**src/rtl/arqt_pkg.sv**
```systemverilog
// Package for the aged request queue table.
// Types, request and status codes shared by the cell, the control and the top level.
package arqt_pkg;

    localparam int DEPTH    = 16;
    localparam int TAG_BITS = 16;
    localparam int CNT_BITS = $clog2(DEPTH + 1);
    localparam int IDX_BITS = (DEPTH > 1) ? $clog2(DEPTH) : 1;

    localparam logic [2:0] REQ_ADD    = 3'd0;
    localparam logic [2:0] REQ_GET    = 3'd1;
    localparam logic [2:0] REQ_FIND   = 3'd2;
    localparam logic [2:0] REQ_UPDATE = 3'd3;
    localparam logic [2:0] REQ_REMOVE = 3'd4;

    localparam logic [1:0] ST_OK       = 2'd0;
    localparam logic [1:0] ST_FULL     = 2'd1;
    localparam logic [1:0] ST_NO_MATCH = 2'd2;
    localparam logic [1:0] ST_EMPTY    = 2'd3;

    localparam logic CFG_MAX_ENTRIES = 1'b0;
    localparam logic CFG_DROP_OLDEST = 1'b1;

    // One stored entry
    typedef struct packed {
        logic                taken;
        logic [TAG_BITS-1:0] tag;
        logic [31:0]         ip;
        logic [47:0]         mac;
        logic [15:0]         net;
        logic [31:0]         gw;
        logic [31:0]         tstamp;
    } t_entry;

    // Key broadcast to every cell for the compare cycle
    typedef struct packed {
        logic [2:0]          req;
        logic [TAG_BITS-1:0] tag;
        logic [31:0]         ip;
        logic [47:0]         mac;
        logic [15:0]         net;
        logic [31:0]         gw;
        logic [31:0]         now;
        logic [31:0]         age;
    } t_key;

    // Command from the control to every cell
    typedef struct packed {
        logic                shift;   // cells at or above sel_idx take neighbor's entry
        logic                append;  // cell at sel_idx loads the new entry
        logic                mark;    // cell at sel_idx sets taken
        logic                set_ip;  // cell at sel_idx loads new ip
        logic [IDX_BITS-1:0] sel_idx;
    } t_cmd;

endpackage

```
**src/rtl/arqt_cell.sv**
```systemverilog
// One cell of the table: holds one entry, compares it with the key.
// Depends on arqt_pkg.
module arqt_cell (
    input  logic               i_clk,
    input  logic [arqt_pkg::IDX_BITS-1:0] i_idx,
    input  logic               i_valid,
    input  arqt_pkg::t_key     i_key,
    input  arqt_pkg::t_cmd     i_cmd,
    input  arqt_pkg::t_entry   i_upper,
    output arqt_pkg::t_entry   o_entry,
    output logic               o_hit
);

    arqt_pkg::t_entry r_entry;
    logic [31:0]      w_age;

    assign o_entry = r_entry;
    assign w_age   = i_key.now - r_entry.tstamp;

    // Match per request type, registered by the control
    always_comb begin
        case (i_key.req)
            arqt_pkg::REQ_GET:    o_hit = i_valid && !r_entry.taken &&
                                          (i_key.age == 32'd0 || w_age >= i_key.age);
            arqt_pkg::REQ_FIND:   o_hit = i_valid && r_entry.ip == i_key.ip;
            arqt_pkg::REQ_UPDATE: o_hit = i_valid && r_entry.mac == i_key.mac &&
                                          r_entry.net == i_key.net && r_entry.gw == i_key.gw;
            arqt_pkg::REQ_REMOVE: o_hit = i_valid && r_entry.tag == i_key.tag;
            default:              o_hit = 1'b0;
        endcase
    end

    // Shift from neighbor, append, or field updates
    always_ff @(posedge i_clk) begin
        if (i_cmd.shift && i_idx >= i_cmd.sel_idx) begin
            r_entry <= i_upper;
        end else if (i_idx == i_cmd.sel_idx) begin
            if (i_cmd.append) begin
                r_entry.taken  <= 1'b0;
                r_entry.tag    <= i_key.tag;
                r_entry.ip     <= i_key.ip;
                r_entry.mac    <= i_key.mac;
                r_entry.net    <= i_key.net;
                r_entry.gw     <= i_key.gw;
                r_entry.tstamp <= i_key.now;
            end
            if (i_cmd.mark) begin
                r_entry.taken <= 1'b1;
            end
            if (i_cmd.set_ip) begin
                r_entry.ip <= i_key.ip;
            end
        end
    end

endmodule

```
**config.mk**
```make
export PLATFORM = sky130hd
export DESIGN_NAME = arqt_cell
export DESIGN_NICKNAME = d
export VERILOG_FILES = /design/src/rtl/arqt_pkg.sv /design/src/rtl/arqt_cell.sv
export SDC_FILE = /design/constraint.sdc
export NUM_CORES = 1
export LEC_CHECK = 0
export BUFFER_PORTS_ARGS = -buffer_cell sky130_fd_sc_hd__buf_4
export CORE_AREA = 3 3 224 226
export DETAILED_ROUTE_END_ITERATION = 10
export DIE_AREA = 0 0 227 229
export GPL_ROUTABILITY_DRIVEN = 1
export HOLD_SLACK_MARGIN = 0.12
export PLACE_DENSITY = 0.51
export SLEW_MARGIN = 20
export SYNTH_ARGS = -nofsm -noshare
export SYNTH_HDL_FRONTEND = slang
export SYNTH_SLANG_ARGS = --single-unit
```
**constraint.sdc**
```tcl
create_clock -name i_clk -period 5.8 [get_ports i_clk]
set_input_delay 1.16 -clock i_clk [delete_from_list [all_inputs] [get_ports i_clk]]
set_output_delay 1.16 -clock i_clk [all_outputs]
set_load 0.05 [all_outputs]
```
==> results.txt <==
asr flop ratio synth = 0%
Max Slew Vio Count = 0
IO Port Bufs = 579
f_max = 0.165 GHz
setup ws final = -0.268 ns
hold crit path type = in2reg
Via-to-Cell Ratio = 4.52
Die Ht = 229 um
RSZ-0062 raised after global routing = yes
most common cell after layout, fill and taps aside = buf_4
clock-pin transition on the worst setup and hold timing paths = 0.08 ns
sequential area share after synthesis = 44.9%
Ant. Diodes = 0
share of layout cells above drive strength 1 = 54.1%
CP Class = in2out
post-synth net total = 1,466
Synth Cell Area = 11,800 sq um
Tightest Pin Transition = 0.917 ns
minimum clock period = 6.07 ns
Critical Path RT = 4.64 ns
Critical Path Source Type = primary input
initial antenna violation count = 1
outcome = finished, violations left
Netlist cell types = 64
clk sinks = 177
io pins = 580
routability cong. = 0.883
initial drt markers = 458
synthesized instance count = 996
CTS Buf Count = 17
initial core utilization = 24.4%
Pleak = 7.89 nW
drt pass-1 iters = 4
# nets final = 2,112
Placed Cells incl. Taps = 2,235
# H-tree levels = 4
Worst slew margin = 38.9%
CTS Root Cell = clkbuf_16
main flop type after synthesis = edfxtp_1
core area = 48,500 sq um
most frequent cells in the layout = 650 x buf_4, 177 x edfxtp_1, 173 x mux2_2, 100 x xor2_1, 82 x inv_1
Tot Pwr = 0.00538 W
Largest register FFs = 177
endpoints failing hold = 0
# setup viols final = 1
via count = 10.3k
TritonCTS clock tree = done
Die X = 227 um
Final Cycle Share = 105%
failing checks = negative setup slack
global-route usage over all layers = 18.0%
total grt overflow = 0
ANT nets after route = 0
global-route wire length before repair = 69,200 um
Post-Layout Cell Count = 2,277
area grow syn2layout = 53.6%
VDD IR max = 0.200 mV
DIE AREA = 52,000 sq um
crit-path max FO = 2
CP arrival = 4.91 ns
cts hold-fix bufs = 0
Worst setup EP type = output pin
count of state elements after synthesis = 177
WL/cell = 20.9 um
number of max-cap violations = 0
Post-synth EDFFs = 177
pwr/cell area = 296 nW/um^2
largest net degree at the start of global routing = 138
dpl hpwl = 39,800 um
drt total wl = 47,700 um
Ys Warns = 0
Synth Area per Inst = 11.9 sq um
Remaining DRCs = 0
vias in the first global route = 11.0k
# rows = 81
Max Root-Sink Buffers = 2
-- final timing paths --
path | start | to | slack, ns | cells after the start
setup / recovery | i_key[32] | o_hit | -0.27 | 25
hold / removal | i_upper[100] | o_entry[100] | 0.94 | 3
-- cell families after synthesis --
logic type | count (synthesis) | synth area share, %
fa+ha+maj | 68 | 7.25
xor+xnor | 161 | 11.9
compound gates | 136 | 8.06
simple gates | 170 | 7.79
buf+inv | 110 | 3.53
mux | 174 | 16.6
flops | 177 | 44.9
-- critical path, cell delays in order --
cell and delay (ns):
buf_6 0.10, inv_4 0.05, ha_4 0.13, inv_2 0.03, fa_2 0.36, a21oi_4 0.18
nor2_4 0.06, o31ai_4 0.20, a31oi_2 0.15, buf_4 0.15, buf_4 0.12, buf_4 0.12
buf_4 0.12, nor2_1 0.11, xnor2_1 0.08, ha_1 0.19, or3_1 0.38, a221oi_2 0.19
o31ai_1 0.14, a21oi_2 0.15, o211ai_1 0.14, a211oi_2 0.26, buf_4 0.16, nor2_4 0.04
buf_8 0.14
-- final cells by class --
cell class,instances,area [sq um]
clock buffers,17,425
fillers,4868,30400
inverters,84,318
repair buffers,653,4930
well taps,622,778
flip-flops and latches,177,5320
multi-input cells,709,6230
clock inverters,15,198
-- Yosys cell counts (all sizes together), types with 3 or more instances --
library cell | instances | area, sq um
edfxtp | 177 | 5320
mux2 | 174 | 1960
xor2 | 100 | 876
inv | 84 | 315
ha | 67 | 838
xnor2 | 61 | 534
a21oi | 38 | 198
nor4 | 35 | 219
nor2 | 29 | 109
nand4 | 28 | 175
nand2 | 27 | 101
o21ai | 27 | 143
a21o | 23 | 174
clkbuf | 22 | 82.6
nand3 | 15 | 80.1
a211oi | 7 | 57.6
nor2b | 7 | 43.8
nor3 | 7 | 35.0
o21bai | 6 | 45.0
nand2b | 5 | 31.3
a2111oi | 4 | 53.8
buf | 4 | 20.0
o21a | 4 | 30.0
and3 | 3 | 18.8
and4 | 3 | 26.3
nor4b | 3 | 26.3
o31ai | 3 | 41.3
-- routing by layer --
metal / wire [um] / GRT usage, %
met1: 19100 / 20.7
met2: 24800 / 32.4
met3: 3180 / 5.68
met4: 559 / 4.10
met5: 7 / 0
-- report_power, final --
group	switching (W)	total (W)	internal (W)	leakage (nW)
Combinational	0.00138	0.00234	0.000963	5.93
Sequential	0.000126	0.00177	0.00164	1.66
Clock	0.000614	0.00127	0.000658	0.299
Total	0.00212	0.00538	0.00326	7.89
-- per-stage QoR --
step / TNS, ns / util [%] / cell area, sq um / worst slack (ns) / hold WS [ns]
after floorplan: -0.0242 / - / 11900 / -0.0242 / 1.35
after global routing: -0.487 / 37.5 / 18200 / -0.487 / 0.931
after CTS: -0.363 / 37.3 / 18100 / -0.363 / 0.897
after global placement: -0.554 / 35.8 / 17400 / -0.554 / 1.44
final: -0.268 / 37.5 / 18200 / -0.268 / 0.942
after detailed placement: -0.580 / 35.8 / 17400 / -0.580 / 1.44
-- what timing repair did --
item	4_1_cts	5_1_grt
setup endpoints to repair	1	1
buffers inserted	9	1
endpoints found under the hold margin	0	0
resized for setup	17	13
pin swaps	18	12
No activity file was read; power rests on OpenSTA's default activity.
